<file path="src/rtl/core/tts_pkg.sv">
`default_nettype none
// ----------------------------------------------------------------------------
// tts_pkg
// Shared constants, slot record layout and helpers of the task table scheduler.
// ----------------------------------------------------------------------------
package tts_pkg;

  localparam int SLOT_COUNT = 8;
  localparam int SLOT_W     = $clog2(SLOT_COUNT);
  localparam int TOT_W      = $clog2(SLOT_COUNT + 1);

  localparam int KIND_W  = 3;
  localparam int ID_W    = 16;
  localparam int PRIO_W  = 8;
  localparam int VIS_W   = 8;
  localparam int TICK_W  = 32;
  localparam int LIVE_W  = 4;
  localparam int PICK_W  = 3;

  typedef enum logic [1:0] {
    ST_FREE    = 2'd0,
    ST_READY   = 2'd1,
    ST_BLOCKED = 2'd2,
    ST_DELAYED = 2'd3
  } slot_state_e;

  typedef enum logic [KIND_W-1:0] {
    OP_CREATE  = 3'd0,
    OP_DESTROY = 3'd1,
    OP_DELAY   = 3'd2,
    OP_TICK    = 3'd3,
    OP_SCHED   = 3'd4
  } op_kind_e;

  typedef enum logic [1:0] {
    SQ_IDLE,
    SQ_SCAN,
    SQ_DONE
  } seq_state_e;

  typedef struct packed {
    slot_state_e         status;
    logic [ID_W-1:0]     ident;
    logic [PRIO_W-1:0]   prio;
    logic [VIS_W-1:0]    visits;
    logic [TICK_W-1:0]   countdown;
  } slot_rec_t;

  typedef struct packed {
    logic                we;
    logic [SLOT_W-1:0]   addr;
    slot_rec_t           data;
  } ram_wr_t;

  typedef struct packed {
    logic [KIND_W-1:0]   kind;
    logic [ID_W-1:0]     task_id;
    logic [PRIO_W-1:0]   task_priority;
    logic [TICK_W-1:0]   delay_ticks;
  } tts_req_t;

  typedef struct packed {
    logic                done;
    logic                ok;
    logic [LIVE_W-1:0]   live;
    logic [PICK_W-1:0]   picked;
    logic                none;
  } tts_res_t;

  function automatic logic [SLOT_W-1:0] next_slot(logic [SLOT_W-1:0] idx);
    return (idx == SLOT_W'(SLOT_COUNT - 1)) ? '0 : idx + 1'b1;
  endfunction

  function automatic logic [LIVE_W-1:0] live_of(logic [TOT_W-1:0] total);
    logic [TOT_W+LIVE_W-1:0] wide;
    wide = {{LIVE_W{1'b0}}, total};
    return wide[LIVE_W-1:0];
  endfunction

  function automatic logic [PICK_W-1:0] pick_of(logic [SLOT_W-1:0] idx);
    logic [SLOT_W+PICK_W-1:0] wide;
    wide = {{PICK_W{1'b0}}, idx};
    return wide[PICK_W-1:0];
  endfunction

endpackage
`default_nettype wire

</file>
<file path="src/rtl/core/tts_in_if.sv">
`default_nettype none
// ----------------------------------------------------------------------------
// tts_in_if
// Request channel of the task table scheduler: valid/ready with one command.
// ----------------------------------------------------------------------------
interface tts_in_if;
  logic                        valid;
  logic                        ready;
  logic [tts_pkg::KIND_W-1:0]  kind;
  logic [tts_pkg::ID_W-1:0]    task_id;
  logic [tts_pkg::PRIO_W-1:0]  task_priority;
  logic [tts_pkg::TICK_W-1:0]  delay_ticks;

  modport source (output valid, output kind, output task_id, output task_priority,
                  output delay_ticks, input ready);
  modport sink   (input valid, input kind, input task_id, input task_priority,
                  input delay_ticks, output ready);
endinterface
`default_nettype wire

</file>
<file path="src/rtl/core/tts_out_if.sv">
`default_nettype none
// ----------------------------------------------------------------------------
// tts_out_if
// Result channel of the task table scheduler: valid/ready with one result.
// ----------------------------------------------------------------------------
interface tts_out_if;
  logic                        valid;
  logic                        ready;
  logic                        op_ok;
  logic [tts_pkg::LIVE_W-1:0]  live_count;
  logic [tts_pkg::PICK_W-1:0]  picked_slot;
  logic                        none_ready;

  modport source (output valid, output op_ok, output live_count, output picked_slot,
                  output none_ready, input ready);
  modport sink   (input valid, input op_ok, input live_count, input picked_slot,
                  input none_ready, output ready);
endinterface
`default_nettype wire

</file>
<file path="src/rtl/core/tts_slot_ram.sv">
`default_nettype none
// ----------------------------------------------------------------------------
// tts_slot_ram
// Slot table memory: one write and one registered read per cycle, with a
// valid bit per entry so that an unwritten slot reads as a free, zero record.
// ----------------------------------------------------------------------------
module tts_slot_ram (
  input  wire logic                        clk_i,
  input  wire logic                        rst_ni,
  input  wire tts_pkg::ram_wr_t            wr_i,
  input  wire logic [tts_pkg::SLOT_W-1:0]  raddr_i,
  output tts_pkg::slot_rec_t               rdata_o
);

  tts_pkg::slot_rec_t                  mem_q [tts_pkg::SLOT_COUNT];
  tts_pkg::slot_rec_t                  rd_q;
  logic [tts_pkg::SLOT_COUNT-1:0]      vld_q;
  logic                                rd_vld_q;

  always_ff @(posedge clk_i) begin
    if (wr_i.we) begin
      mem_q[wr_i.addr] <= wr_i.data;
    end
    rd_q <= mem_q[raddr_i];
  end

  always_ff @(posedge clk_i or negedge rst_ni) begin
    if (!rst_ni) begin
      vld_q    <= '0;
      rd_vld_q <= 1'b0;
    end else begin
      if (wr_i.we) begin
        vld_q[wr_i.addr] <= 1'b1;
      end
      rd_vld_q <= vld_q[raddr_i];
    end
  end

  assign rdata_o = rd_vld_q ? rd_q : '0;

endmodule
`default_nettype wire

</file>
<file path="src/rtl/core/tts_seq.sv">
`default_nettype none
// ----------------------------------------------------------------------------
// tts_seq
// Command sequencer: walks the slot table one entry per cycle through the
// memory, modifies entries on the fly and commits single-slot updates.
// ----------------------------------------------------------------------------
module tts_seq (
  input  wire logic                        clk_i,
  input  wire logic                        rst_ni,
  input  wire logic                        req_valid_i,
  output logic                             req_ready_o,
  input  wire tts_pkg::tts_req_t           req_i,
  input  wire logic                        res_take_i,
  output tts_pkg::tts_res_t                res_o,
  output tts_pkg::ram_wr_t                 wr_o,
  output logic [tts_pkg::SLOT_W-1:0]       raddr_o,
  input  wire tts_pkg::slot_rec_t          rdata_i
);

  localparam int SW = tts_pkg::SLOT_W;
  localparam int TW = tts_pkg::TOT_W;

  tts_pkg::seq_state_e state_q, state_d;

  logic [tts_pkg::KIND_W-1:0] kind_q, kind_d;
  logic [tts_pkg::ID_W-1:0]   id_q, id_d;
  logic [tts_pkg::PRIO_W-1:0] prio_q, prio_d;
  logic [tts_pkg::TICK_W-1:0] ticks_q, ticks_d;

  logic          phase_q, phase_d;
  logic [SW-1:0] iss_idx_q, iss_idx_d;
  logic [TW-1:0] iss_cnt_q, iss_cnt_d;
  logic          p_vld_q, p_vld_d;
  logic [SW-1:0] p_idx_q, p_idx_d;
  logic          hit_q, hit_d;
  logic [SW-1:0] hit_idx_q, hit_idx_d;
  logic          dup_q, dup_d;
  logic          any_q, any_d;
  logic          found_q, found_d;
  tts_pkg::slot_rec_t hold_q, hold_d;

  logic [TW-1:0] total_q, total_d;
  logic [SW-1:0] cur_q, cur_d;
  logic [SW-1:0] scan_q, scan_d;

  logic          res_ok_q, res_ok_d;
  logic [SW-1:0] res_pick_q, res_pick_d;
  logic          res_none_q, res_none_d;

  logic          accept;
  logic          known_kind;
  logic          table_full;
  logic [TW-1:0] iss_lim;
  logic          sched_p2;
  logic          iss_en;
  logic          scan_end;
  logic          id_match;
  logic          do_proc;
  tts_pkg::slot_rec_t upd;

  assign accept     = (state_q == tts_pkg::SQ_IDLE) && req_valid_i;
  assign known_kind = (req_i.kind == tts_pkg::OP_CREATE) || (req_i.kind == tts_pkg::OP_DESTROY) ||
                      (req_i.kind == tts_pkg::OP_DELAY)  || (req_i.kind == tts_pkg::OP_TICK) ||
                      (req_i.kind == tts_pkg::OP_SCHED);
  assign table_full = (total_q >= TW'(tts_pkg::SLOT_COUNT));
  assign iss_lim    = (kind_q == tts_pkg::OP_DELAY) ? TW'(1) : TW'(tts_pkg::SLOT_COUNT);
  assign sched_p2   = (kind_q == tts_pkg::OP_SCHED) && phase_q;
  // the pick scan runs until a slot qualifies, other scans cover a fixed count
  assign iss_en     = (state_q == tts_pkg::SQ_SCAN) &&
                      (sched_p2 ? !found_q : (iss_cnt_q != iss_lim));
  assign scan_end   = (state_q == tts_pkg::SQ_SCAN) && !iss_en && !p_vld_q;
  // the read still in flight after a pick is dropped
  assign do_proc    = p_vld_q && !found_q;
  assign id_match   = (rdata_i.status != tts_pkg::ST_FREE) && (rdata_i.ident == id_q);
  assign raddr_o    = iss_idx_q;

  // next state
  always_comb begin
    state_d = state_q;
    unique case (state_q)
      tts_pkg::SQ_IDLE: begin
        if (req_valid_i) begin
          if (!known_kind || ((req_i.kind == tts_pkg::OP_CREATE) && table_full)) begin
            state_d = tts_pkg::SQ_DONE;
          end else begin
            state_d = tts_pkg::SQ_SCAN;
          end
        end
      end
      tts_pkg::SQ_SCAN: begin
        if (scan_end && !((kind_q == tts_pkg::OP_SCHED) && !phase_q && any_q)) begin
          state_d = tts_pkg::SQ_DONE;
        end
      end
      tts_pkg::SQ_DONE: begin
        if (res_take_i) begin
          state_d = tts_pkg::SQ_IDLE;
        end
      end
      default: state_d = tts_pkg::SQ_IDLE;
    endcase
  end

  // datapath and outputs
  always_comb begin
    kind_d     = kind_q;
    id_d       = id_q;
    prio_d     = prio_q;
    ticks_d    = ticks_q;
    phase_d    = phase_q;
    iss_idx_d  = iss_idx_q;
    iss_cnt_d  = iss_cnt_q;
    p_vld_d    = iss_en;
    p_idx_d    = iss_idx_q;
    hit_d      = hit_q;
    hit_idx_d  = hit_idx_q;
    dup_d      = dup_q;
    any_d      = any_q;
    found_d    = found_q;
    hold_d     = hold_q;
    total_d    = total_q;
    cur_d      = cur_q;
    scan_d     = scan_q;
    res_ok_d   = res_ok_q;
    res_pick_d = res_pick_q;
    res_none_d = res_none_q;
    wr_o       = '0;
    upd        = rdata_i;

    req_ready_o = (state_q == tts_pkg::SQ_IDLE);

    res_o.done   = (state_q == tts_pkg::SQ_DONE) && res_take_i;
    res_o.ok     = res_ok_q;
    res_o.live   = tts_pkg::live_of(total_q);
    res_o.picked = tts_pkg::pick_of(res_pick_q);
    res_o.none   = res_none_q;

    if (accept) begin
      kind_d     = req_i.kind;
      id_d       = req_i.task_id;
      prio_d     = req_i.task_priority;
      ticks_d    = req_i.delay_ticks;
      phase_d    = 1'b0;
      iss_idx_d  = (req_i.kind == tts_pkg::OP_DELAY) ? cur_q : '0;
      iss_cnt_d  = '0;
      hit_d      = 1'b0;
      dup_d      = 1'b0;
      any_d      = 1'b0;
      found_d    = 1'b0;
      res_ok_d   = 1'b0;
      res_pick_d = '0;
      res_none_d = 1'b0;
    end

    if (iss_en) begin
      iss_idx_d = tts_pkg::next_slot(iss_idx_q);
      if (!sched_p2) begin
        iss_cnt_d = iss_cnt_q + 1'b1;
      end
    end

    if (do_proc) begin
      unique case (kind_q)
        tts_pkg::OP_CREATE: begin
          if (id_match) begin
            dup_d = 1'b1;
          end
          if ((rdata_i.status == tts_pkg::ST_FREE) && !hit_q) begin
            hit_d     = 1'b1;
            hit_idx_d = p_idx_q;
            hold_d    = rdata_i;
          end
        end
        tts_pkg::OP_DESTROY: begin
          if (id_match && !hit_q) begin
            hit_d     = 1'b1;
            hit_idx_d = p_idx_q;
            hold_d    = rdata_i;
          end
        end
        tts_pkg::OP_DELAY: begin
          if (rdata_i.status != tts_pkg::ST_FREE) begin
            upd.countdown = ticks_q;
            upd.status    = tts_pkg::ST_DELAYED;
            wr_o.we       = 1'b1;
            wr_o.addr     = p_idx_q;
            wr_o.data     = upd;
          end
        end
        tts_pkg::OP_TICK: begin
          if (rdata_i.status == tts_pkg::ST_DELAYED) begin
            upd.countdown = rdata_i.countdown - 1'b1;
            if (upd.countdown == '0) begin
              upd.status = tts_pkg::ST_READY;
            end
            wr_o.we   = 1'b1;
            wr_o.addr = p_idx_q;
            wr_o.data = upd;
          end
        end
        tts_pkg::OP_SCHED: begin
          if (!phase_q) begin
            if (rdata_i.status == tts_pkg::ST_READY) begin
              any_d = 1'b1;
            end
          end else begin
            // visit position is compared before its increment
            if ((rdata_i.status == tts_pkg::ST_READY) && (rdata_i.visits <= rdata_i.prio)) begin
              found_d   = 1'b1;
              hit_idx_d = p_idx_q;
            end
            upd.visits = rdata_i.visits + 1'b1;
            wr_o.we    = 1'b1;
            wr_o.addr  = p_idx_q;
            wr_o.data  = upd;
          end
        end
        default: ;
      endcase
    end

    // commit cycle: no read data is in flight, the write port is free
    if (scan_end) begin
      unique case (kind_q)
        tts_pkg::OP_CREATE: begin
          if (hit_q && !dup_q) begin
            upd        = hold_q;
            upd.status = tts_pkg::ST_READY;
            upd.ident  = id_q;
            upd.prio   = prio_q;
            wr_o.we    = 1'b1;
            wr_o.addr  = hit_idx_q;
            wr_o.data  = upd;
            total_d    = total_q + 1'b1;
            res_ok_d   = 1'b1;
          end
        end
        tts_pkg::OP_DESTROY: begin
          if (hit_q && (hit_idx_q != cur_q)) begin
            upd        = hold_q;
            upd.status = tts_pkg::ST_FREE;
            upd.ident  = '0;
            upd.visits = '0;
            wr_o.we    = 1'b1;
            wr_o.addr  = hit_idx_q;
            wr_o.data  = upd;
            if (total_q != '0) begin
              total_d = total_q - 1'b1;
            end
            res_ok_d = 1'b1;
          end
        end
        tts_pkg::OP_SCHED: begin
          if (!phase_q) begin
            if (!any_q) begin
              res_none_d = 1'b1;
            end else begin
              phase_d   = 1'b1;
              iss_idx_d = tts_pkg::next_slot(scan_q);
            end
          end else begin
            cur_d      = hit_idx_q;
            scan_d     = hit_idx_q;
            res_ok_d   = 1'b1;
            res_pick_d = hit_idx_q;
          end
        end
        default: ;
      endcase
    end
  end

  always_ff @(posedge clk_i or negedge rst_ni) begin
    if (!rst_ni) begin
      state_q    <= tts_pkg::SQ_IDLE;
      phase_q    <= 1'b0;
      iss_idx_q  <= '0;
      iss_cnt_q  <= '0;
      p_vld_q    <= 1'b0;
      hit_q      <= 1'b0;
      dup_q      <= 1'b0;
      any_q      <= 1'b0;
      found_q    <= 1'b0;
      total_q    <= '0;
      cur_q      <= '0;
      scan_q     <= SW'(tts_pkg::SLOT_COUNT - 1);
      res_ok_q   <= 1'b0;
      res_pick_q <= '0;
      res_none_q <= 1'b0;
    end else begin
      state_q    <= state_d;
      phase_q    <= phase_d;
      iss_idx_q  <= iss_idx_d;
      iss_cnt_q  <= iss_cnt_d;
      p_vld_q    <= p_vld_d;
      hit_q      <= hit_d;
      dup_q      <= dup_d;
      any_q      <= any_d;
      found_q    <= found_d;
      total_q    <= total_d;
      cur_q      <= cur_d;
      scan_q     <= scan_d;
      res_ok_q   <= res_ok_d;
      res_pick_q <= res_pick_d;
      res_none_q <= res_none_d;
    end
  end

  always_ff @(posedge clk_i) begin
    kind_q    <= kind_d;
    id_q      <= id_d;
    prio_q    <= prio_d;
    ticks_q   <= ticks_d;
    p_idx_q   <= p_idx_d;
    hit_idx_q <= hit_idx_d;
    hold_q    <= hold_d;
  end

endmodule
`default_nettype wire

</file>
<file path="src/rtl/core/task_table_scheduler_core.sv">
`default_nettype none
// ----------------------------------------------------------------------------
// task_table_scheduler_core
// Task slot table with create, destroy, delay, tick and round-robin
// priority scheduling, one command item in and one result item out.
// ----------------------------------------------------------------------------
//  channel  | dir | handshake     | payload
//  in_i     | in  | valid / ready | kind, task_id, task_priority, delay_ticks
//  out_o    | out | valid / ready | op_ok, live_count, picked_slot, none_ready
//
// create, destroy, tick: one memory read per slot; delay: the current slot only;
// unknown kind or create on a full table: no memory read, straight to the result
// schedule: a readiness scan of every slot, then a pick scan until a slot
// qualifies (only the readiness scan when no slot is ready)
// the slot memory has a single read port; reset needs no clearing pass
// one item is in work at a time; a result waits in the output register while
// the next item is taken, and the sequencer holds its result if out_o stalls
module task_table_scheduler_core (
  input  wire logic  clk_i,
  input  wire logic  rst_ni,
  tts_in_if.sink     in_i,
  tts_out_if.source  out_o
);

  tts_pkg::tts_req_t  req;
  tts_pkg::tts_res_t  res;
  tts_pkg::ram_wr_t   wr;
  tts_pkg::slot_rec_t rdata;
  logic [tts_pkg::SLOT_W-1:0] raddr;
  logic req_ready;
  logic res_take;

  logic                        out_vld_q;
  logic                        out_ok_q;
  logic [tts_pkg::LIVE_W-1:0]  out_live_q;
  logic [tts_pkg::PICK_W-1:0]  out_pick_q;
  logic                        out_none_q;

  assign req.kind          = in_i.kind;
  assign req.task_id       = in_i.task_id;
  assign req.task_priority = in_i.task_priority;
  assign req.delay_ticks   = in_i.delay_ticks;
  assign in_i.ready        = req_ready;

  assign res_take = !out_vld_q || out_o.ready;

  tts_seq u_seq (
    .clk_i       (clk_i),
    .rst_ni      (rst_ni),
    .req_valid_i (in_i.valid),
    .req_ready_o (req_ready),
    .req_i       (req),
    .res_take_i  (res_take),
    .res_o       (res),
    .wr_o        (wr),
    .raddr_o     (raddr),
    .rdata_i     (rdata)
  );

  tts_slot_ram u_ram (
    .clk_i   (clk_i),
    .rst_ni  (rst_ni),
    .wr_i    (wr),
    .raddr_i (raddr),
    .rdata_o (rdata)
  );

  always_ff @(posedge clk_i or negedge rst_ni) begin
    if (!rst_ni) begin
      out_vld_q <= 1'b0;
    end else if (res.done) begin
      out_vld_q <= 1'b1;
    end else if (out_o.ready) begin
      out_vld_q <= 1'b0;
    end
  end

  always_ff @(posedge clk_i) begin
    if (res.done) begin
      out_ok_q   <= res.ok;
      out_live_q <= res.live;
      out_pick_q <= res.picked;
      out_none_q <= res.none;
    end
  end

  assign out_o.valid       = out_vld_q;
  assign out_o.op_ok       = out_ok_q;
  assign out_o.live_count  = out_live_q;
  assign out_o.picked_slot = out_pick_q;
  assign out_o.none_ready  = out_none_q;

`ifndef SYNTHESIS
  // a result is handed over only when the output register can take it
  a_done_room: assert property (@(posedge clk_i) disable iff (!rst_ni)
    res.done |-> (!out_vld_q || out_o.ready))
    else $error("result produced while output register is occupied");

  // a schedule either picks a slot or reports none ready, never both
  a_ok_none: assert property (@(posedge clk_i) disable iff (!rst_ni)
    res.done |-> !(res.ok && res.none))
    else $error("result reports success and none ready together");

  // an accepted item keeps the block busy for at least the next cycle
  a_busy_after_accept: assert property (@(posedge clk_i) disable iff (!rst_ni)
    (in_i.valid && in_i.ready) |=> !in_i.ready)
    else $error("new item taken right after an accept");
`endif

endmodule
`default_nettype wire

</file>
<file path="src/flat_wrapper.sv">
// flat-port wrapper written by rule: the top's interface ports become plain ports
module task_table_scheduler_core_flat 
  (clk_i, rst_ni, in_i_valid, in_i_kind, in_i_task_id, in_i_task_priority, in_i_delay_ticks, in_i_ready, out_o_valid, out_o_op_ok, out_o_live_count, out_o_picked_slot, out_o_none_ready, out_o_ready);
  tts_in_if in_i_i ();
  tts_out_if out_o_i ();
  input  wire logic clk_i;
  input  wire logic rst_ni;
  input wire logic [$bits(in_i_i.valid)-1:0] in_i_valid;
  input wire logic [$bits(in_i_i.kind)-1:0] in_i_kind;
  input wire logic [$bits(in_i_i.task_id)-1:0] in_i_task_id;
  input wire logic [$bits(in_i_i.task_priority)-1:0] in_i_task_priority;
  input wire logic [$bits(in_i_i.delay_ticks)-1:0] in_i_delay_ticks;
  output wire logic [$bits(in_i_i.ready)-1:0] in_i_ready;
  output wire logic [$bits(out_o_i.valid)-1:0] out_o_valid;
  output wire logic [$bits(out_o_i.op_ok)-1:0] out_o_op_ok;
  output wire logic [$bits(out_o_i.live_count)-1:0] out_o_live_count;
  output wire logic [$bits(out_o_i.picked_slot)-1:0] out_o_picked_slot;
  output wire logic [$bits(out_o_i.none_ready)-1:0] out_o_none_ready;
  input wire logic [$bits(out_o_i.ready)-1:0] out_o_ready;
  assign in_i_i.valid = in_i_valid;
  assign in_i_i.kind = in_i_kind;
  assign in_i_i.task_id = in_i_task_id;
  assign in_i_i.task_priority = in_i_task_priority;
  assign in_i_i.delay_ticks = in_i_delay_ticks;
  assign in_i_ready = in_i_i.ready;
  assign out_o_valid = out_o_i.valid;
  assign out_o_op_ok = out_o_i.op_ok;
  assign out_o_live_count = out_o_i.live_count;
  assign out_o_picked_slot = out_o_i.picked_slot;
  assign out_o_none_ready = out_o_i.none_ready;
  assign out_o_i.ready = out_o_ready;
  task_table_scheduler_core u_core (.clk_i(clk_i), .rst_ni(rst_ni), .in_i(in_i_i), .out_o(out_o_i));
endmodule
</file>
<file path="config.mk">
export PLATFORM = sky130hd
export DESIGN_NAME = task_table_scheduler_core_flat
export DESIGN_NICKNAME = d
export VERILOG_FILES = /design/src/rtl/core/tts_pkg.sv /design/src/rtl/core/tts_in_if.sv /design/src/rtl/core/tts_out_if.sv /design/src/rtl/core/tts_slot_ram.sv /design/src/rtl/core/tts_seq.sv /design/src/rtl/core/task_table_scheduler_core.sv /design/src/flat_wrapper.sv
export SDC_FILE = /design/constraint.sdc
export NUM_CORES = 1
export LEC_CHECK = 0
export BUFFER_PORTS_ARGS = -buffer_cell sky130_fd_sc_hd__buf_2
export CAP_MARGIN = 20
export CORE_ASPECT_RATIO = 0.6
export CORE_MARGIN = 10
export CORE_UTILIZATION = 55
export DETAILED_ROUTE_END_ITERATION = 6
export HOLD_SLACK_MARGIN = 0.08
export PLACE_DENSITY = 0.72
export SKIP_LAST_GASP = 1
export SYNTH_ARGS = -nofsm -noshare
export SYNTH_HDL_FRONTEND = slang
export SYNTH_SLANG_ARGS = --single-unit
</file>
<file path="constraint.sdc">
create_clock -name clk_i -period 19.02 [get_ports clk_i]
set_clock_uncertainty 0.15 [all_clocks]
set_input_delay 0.951 -clock clk_i [delete_from_list [all_inputs] [get_ports clk_i]]
set_output_delay 0.951 -clock clk_i [all_outputs]
set_load 0.01 [all_outputs]
</file>
# Yosys cells after proc, flatten, opt, wreduce, memory -nomap -nowiden
# Memory sizes are Yosys's and may differ from the RTL's. A register that Yosys moved wholly into a read port is not among the register bits.
# Index checks and enable logic that the tools add are counted.
# W data, S select, Z words.
[word_totals]
regBits = 162
latch_bits = 0
ram_bits = 528
romBits = 0
input_bits = 63
output_inout_bits = 11
word_cells = 209
n_memories = 1
[op_classes]
addsub = 7
mul = 0
div_mod_pow = 0
magnitude_cmp = 5
eq_ne = 27
shifts = 0
n_mux = 89
n_bitwise = 1
n_reduce_logical = 48
[memory_table]
columns = ["memory", "words", "word_bits", "rd", "rd_ports_with_merged_regs", "write_ports", "line_no", "rtl"]
rows = [
  ["u_core.u_ram.mem_q", 8, 66, 1, 1, 1, "tts_slot_ram.sv:15", "tts_pkg::slot_rec_t mem_q [tts_pkg::SLOT_COUNT];"],
]
[op_table]
columns = ["cell", "n"]
rows = [
  ["$mux W70", 7],
  ["$pmux W70 S3", 1],
  ["$pmux W70 S2", 1],
  ["$mux W48", 2],
  ["$pmux W48 S2", 1],
  ["$mux W66", 1],
  ["$mux W3", 17],
  ["$mux W1", 40],
  ["$logic_not A32 Y1", 1],
  ["$sub A32 B1 Y32 const B", 1],
  ["$mux W4", 7],
  ["$logic_and A1 B1 Y1", 18],
  ["$eq A16 B16 Y1", 1],
  ["$ne A2 B2 Y1 const B", 8],
  ["$eq A3 B2 Y1 const B", 4],
  ["$eq A3 B3 Y1 const B", 4],
  ["$mux W2", 5],
  ["$logic_not A1 Y1", 9],
  ["$pmux W3 S3", 1],
  ["$add A4 B1 Y4 const B", 2],
  ["$add A8 B1 Y8 const B", 1],
  ["$le A8 B8 Y1", 1],
  ["$lt A3 B4 Y1 const B", 2],
  ["$or A8 B8 Y8", 1],
  ["26 further kinds", 41],
]

# Logic depth before layout (Yosys ltp)
[logic_depth]
ltp_word = 15
ltp_mapped = 13
depth_no_buf = 9

# Modules after synthesis
# From an unflattened synthesis, not the netlist that was laid out.
[unflattened]
cells_unflattened = 1706
hier_area_um2 = 30387.9
[by_module_without_submodules]
columns = ["mod", "n_inst", "cells_each", "area_per_inst_um2", "seq_area_each_um2"]
rows = [
  ["tts_slot_ram", 1, 938, 22292.6, 17401.7],
  ["tts_seq", 1, 756, 7777.5, 4117.7],
  ["task_table_scheduler_core", 1, 12, 317.8, 295.3],
]

# Least setup slack after synthesis
# Ideal clock, no wire load.
[synth_path]
path_kind = "register -> register"
startpoint = "register u_core.u_seq.kind_q[0] (netlist bit)"
endpoint = "register u_core.u_ram.vld_q[6] (netlist bit)"
t_arrival_ns = 7.137
path_slack_ns = 11.640
stages_incl_launch_ff = 9
n_path_buf = 1
synth_period_minus_slack_ns = 7.380
path_cell_list = "edfxtp_1 -> clkbuf_1 -> or3b_2 -> mux2i_1 -> o21a_1 -> nor4_4 -> a31oi_1 -> nor3_1 -> or2_2"
[synth_between]
elab_chain_len = 14
word_cells_on_any_way = 25
classes_between = "order compare (2); eq/ne (5); mux (10); bitwise (1); reduce/logical (7)"
[synth_rtl]
columns = ["element", "line_no", "rtl"]
rows = [
  ["start, declared", "tts_seq.sv:25", "logic [tts_pkg::KIND_W-1:0] kind_q, kind_d;"],
  ["start signal, assigned", "tts_seq.sv:310", "kind_q <= kind_d;"],
  ["$eq A3 B2 Y1", "tts_seq.sv:66, tts_seq.sv:163", ""],
  ["$mux W4", "tts_seq.sv:66", "assign iss_lim = (kind_q == tts_pkg::OP_DELAY) ? TW'(1) : TW'(tts_pkg::SLOT_COUNT);"],
  ["$ne A4 B4 Y1", "tts_seq.sv:70", "(sched_p2 ? !found_q : (iss_cnt_q != iss_lim));"],
  ["$mux W1", "tts_seq.sv:70", ""],
  ["$logic_and A1 B1 Y1", "tts_seq.sv:69", "assign iss_en = (state_q == tts_pkg::SQ_SCAN) &&"],
  ["$logic_not A1 Y1", "tts_seq.sv:71", "assign scan_end = (state_q == tts_pkg::SQ_SCAN) && !iss_en && !p_vld_q;"],
  ["$logic_and A1 B1 Y1 (2 in a row)", "tts_seq.sv:71", ""],
  ["$mux W70 *", "tts_seq.sv:223", "if (scan_end) begin"],
  ["$lt A3 B4 Y1 (implied by the code) or $ge A3 B1 Y1 (tied branches)", "tts_slot_ram.sv:33", "vld_q[wr_i.addr] <= 1'b1;"],
  ["$logic_and A1 B1 Y1 (implied by the code)", "tts_slot_ram.sv:33", ""],
  ["$mux W1 (implied by the code)", "tts_slot_ram.sv:33", ""],
  ["$demux W1 S3", "tts_slot_ram.sv:33", ""],
  ["$or A8 B8 Y8 (no source line)", "--", ""],
  ["end signal, assigned", "tts_slot_ram.sv:29", "vld_q <= '0;"],
  ["end signal, assigned by index", "tts_slot_ram.sv:33", ""],
  ["end, declared", "tts_slot_ram.sv:17", "logic [tts_pkg::SLOT_COUNT-1:0] vld_q;"],
]
# Every way passes the cells marked *; elsewhere a longest branch is shown, timed or not.
# A chain may end at the register's enable or synchronous reset.

# Worst setup path after layout
[layout_path]
startpoint = "register u_core.u_seq.kind_q[0] (netlist bit)"
endpoint = "memory u_core.u_ram.mem_q[3][61] (netlist bit) (enable)"
[layout_between]
elab_chain_len = 11
word_cells_on_any_way = 21
classes_between = "eq/ne (5); mux (10); reduce/logical (6)"
[layout_rtl]
columns = ["element", "line_no", "rtl"]
rows = [
  ["$eq A3 B2 Y1", "tts_seq.sv:66, tts_seq.sv:163", ""],
  ["$mux W4", "tts_seq.sv:66", ""],
  ["$ne A4 B4 Y1", "tts_seq.sv:70", ""],
  ["$mux W1", "tts_seq.sv:70", ""],
  ["$logic_and A1 B1 Y1", "tts_seq.sv:69", ""],
  ["$logic_not A1 Y1", "tts_seq.sv:71", ""],
  ["$logic_and A1 B1 Y1 (2 in a row)", "tts_seq.sv:71", ""],
  ["$mux W70 *", "tts_seq.sv:223", ""],
  ["$mux W1", "tts_slot_ram.sv:21", "if (wr_i.we) begin"],
  ["$mux W1 (implied by the code)", "tts_slot_ram.sv:22", "mem_q[wr_i.addr] <= wr_i.data;"],
  ["end, declared", "tts_slot_ram.sv:15", ""],
]
# Marked as above.

==> results_dict.tcl <==
set metrics [dict create \
    maxSlewViolCount 0 \
    coreArea_um2 54200 \
    drt_iter0_drc 2410 \
    drive_gt1_frac 0.253 \
    fin_crit_sh 0.261 \
    routed_via_density 6.46 \
    post_cts_buffers 0 \
    synth_cell_types 71 \
    hold_viol 0 \
    core.rowCount 66 \
    maxCapViolations 0 \
    dp_slack_ns 13.82 \
    arrival_ns 5.03 \
    cts_tree "done" \
    synth_cells 1722 \
    finalSetupTns_ns 0 \
    critPathMaxFanout 43 \
    die-height_um 201 \
    p_leak_uw 0.0124 \
    drt-total-wl_um 69800 \
    synth-main-ff-cell "edfxtp_1" \
    timing.fmax_ghz 0.201 \
    grt_overflow 0 \
    diodes 0 \
    worstPathRequired_ns 19.09 \
    clock_path_buffers 3 \
    fin_crit_ns 4.97 \
    endpoint_kind "flip-flop" \
    hp-class "flip-flop to flip-flop" \
    antenna_found_initial 0 \
    clk_pin_slew_ns 0.07 \
    ioPinCount 74 \
    netlist_area_um2 30100 \
    rr_endpoint "u_core.u_ram.mem_q[3][61]" \
    peakVddDrop_uv 68.1 \
    ys_seq_area_frac 0.725 \
    grt_pass1_wl_um 106000 \
    grt_usage 0.216 \
    hpwl_um 41300 \
    finalSetupViolCount 0 \
    relSlewSlack 0.238 \
    power_density_nw_per_um2 120 \
    cts_buffers 69 \
    rsz0062_at_grt "no" \
    die_x_um 322 \
    max_slew.worst_pin.slew_ns 1.13 \
    first_pass_iters 7 \
    yosys_warnings 0 \
    synth.avg_cell_area_um2 17.5 \
    grt_pass1_vias 16700 \
    min-delay-start "u_core.u_seq.res_pick_q[2]" \
    reg2reg_slack_ns 14.05 \
    initial_core_util 0.556 \
    detail-route-antenna-nets 0 \
    synth_edf_count 647 \
    grt_max_degree 66 \
    fin_ws_ns 14.05 \
    layout.nets 1901 \
    gp_congestion 0.898 \
    hold-path-cell-count 0 \
    run_status "finished, final reports clean" \
    area_growth_pct 12.5 \
    hold_end "u_core.out_o.picked_slot[2]" \
    ctsResizeCount 0 \
    placement.io_buffers 73 \
    insertion_delay_ns 0.60 \
    wl_per_cell_um 27.0 \
    reg2reg_depth 8 \
    cts_hold_buffers 0 \
    startpoint_type "flip-flop" \
    h-tree-depth 3 \
    r2r_start "u_core.u_seq.kind_q[0]" \
    cts_root_buffer "clkbuf_16" \
    worstSetupPathType "flip-flop to flip-flop" \
    dieArea_um2 64800 \
    drc 0 \
    clock_sinks 756 \
    synth-async-reset-ratio 0.0529 \
    syn_nets 1804 \
    via_count 16700 \
    synth_seq_cells 756 \
]
==> how the worst max path moves through the flow <==
| stage | startpoint | endpoint | slack (ns) | cells after the start |
|---|---|---|---|---|
| global route | u_core.u_seq.kind_q[0] | u_core.u_ram.mem_q[3][28] | 13.81 | 8 |
| global placement | u_core.u_seq.kind_q[0] | u_core.u_ram.mem_q[3][53] | 13.95 | 7 |
| finish | u_core.u_seq.kind_q[0] | u_core.u_ram.mem_q[3][61] | 14.05 | 8 |
| CTS | u_core.u_seq.kind_q[0] | u_core.u_ram.mem_q[3][21] | 13.82 | 7 |
| detailed placement | u_core.u_seq.kind_q[0] | u_core.u_ram.mem_q[3][60] | 13.82 | 7 |
| floorplan | u_core.u_seq.kind_q[0] | u_core.u_ram.vld_q[6] | 11.64 | 8 |
==> stage by stage <==
step / hold WS (ns) / utilization / cells / cell area (um^2) / power [uW]
floorplan: 0.219 / - / 1722 / 30100 / 2440
finish: 0.303 / 0.625 / 2589 / 33900 / 4060
global placement: 0.293 / 0.579 / 2453 / 31400 / 2630
global route: 0.331 / 0.625 / 2589 / 33900 / 4210
CTS: 0.306 / 0.623 / 2580 / 33800 / 4070
detailed placement: 0.278 / 0.579 / 2453 / 31400 / 2650
==> layout by cell type, fill, tap and decap left out, types with 17 or more instances in the layout <==
cell	n
clkbuf_16	74
mux2_2	71
edfxtp_1	647
buf_4	29
ha_1	18
dfrtp_1	33
xnor2_1	17
a22oi_1	24
a21oi_1	22
o21ai_0	79
nor2_1	61
mux4_2	134
inv_1	26
buf_2	74
dfxtp_1	69
and2_1	33
nand3_1	19
nand2_1	95
a22o_1	34
a21o_1	17
==> worst max-delay path, stage by stage, from the launching register on <==
cell and delay, ns:
edfxtp_1 0.62, or3b_2 0.65, mux2i_1 0.19, o21a_1 0.27, nor4_4 0.26, buf_4 0.43, a22oi_1 0.38, nor2_4 0.85
buf_4 0.73
==> per-layer routing <==
metal | vias to the layer above | wire [um] | GRT usage
met1 | 8562 | 31000 | 0.334
met4 | 0 | 1380 | 0.0523
li1 | 7123 | - | -
met2 | 936 | 30400 | 0.308
met3 | 102 | 6960 | 0.0466
met5 | - | 0 | 0
==> cell type report <==
type / count / area, um^2
clock buffers: 98 / 2090
clock inverters: 29 / 300
fillers: 3818 / 20300
inverters: 27 / 101
multi-input cells: 854 / 7960
flip-flops and latches: 756 / 21800
well taps: 714 / 893
repair buffers: 111 / 683
==> state kept, by name, indices dropped and copies added, names as in the netlist, 2 cells and up <==
| name | flops |
|---|---|
| u_core.u_ram.mem_q | 528 |
| u_core.u_ram.rd_q | 66 |
| u_core.u_seq.hold_q | 48 |
| u_core.u_seq.ticks_q | 32 |
| u_core.u_seq.id_q | 16 |
| u_core.u_ram.vld_q | 8 |
| u_core.u_seq.prio_q | 8 |
| u_core.out_o.live_count | 4 |
| u_core.u_seq.iss_cnt_q | 4 |
| u_core.u_seq.total_q | 4 |
| u_core.out_o.picked_slot | 3 |
| u_core.u_seq.cur_q | 3 |
| u_core.u_seq.hit_idx_q | 3 |
| u_core.u_seq.kind_q | 3 |
| u_core.u_seq.p_idx_q | 3 |
| u_core.u_seq.raddr_o | 3 |
| u_core.u_seq.res_pick_q | 3 |
| u_core.u_seq.scan_q | 3 |
| u_core.u_seq.state_q | 2 |
==> logic make-up after synthesis <==
kind of cell             Yosys count  share of synthesized area
flip-flops                       756                      0.725
multiplexers                     207                      0.127
adder cells (fa/ha/maj)           19                    0.00815
XOR/XNOR                          21                    0.00611
AO/OA/AOI/OAI                    262                     0.0600
buffers and inverters            112                     0.0141
AND/OR/NAND/NOR                  345                     0.0594
==> where the power goes <==
group | total (uW) | internal [uW] | switching, uW | leakage [uW]
logic | 573 | 267 | 306 | 0.00332
clock network | 1430 | 840 | 594 | 0.00118
registers | 2050 | 1880 | 166 | 0.00794
==> synth_stat cells (all sizes together), types with 16 or more instances <==
master  instances  area (um^2)
and2           36          228
xnor2          17          149
a21o           17          128
nand3          19         95.1
o21ai          81          405
edfxtp        647        19400
nor4           16          128
a22oi          24          180
inv            27          101
clkbuf         69          259
mux4          134         3020
mux2           71          800
dfrtp          37          926
nor2           67          251
nand2          95          357
buf            16         62.6
ha             18          225
dfxtp          69         1380
a22o           34          298
nor3           21          105
a21oi          23          115
No activity file was read; power rests on OpenSTA's default activity.
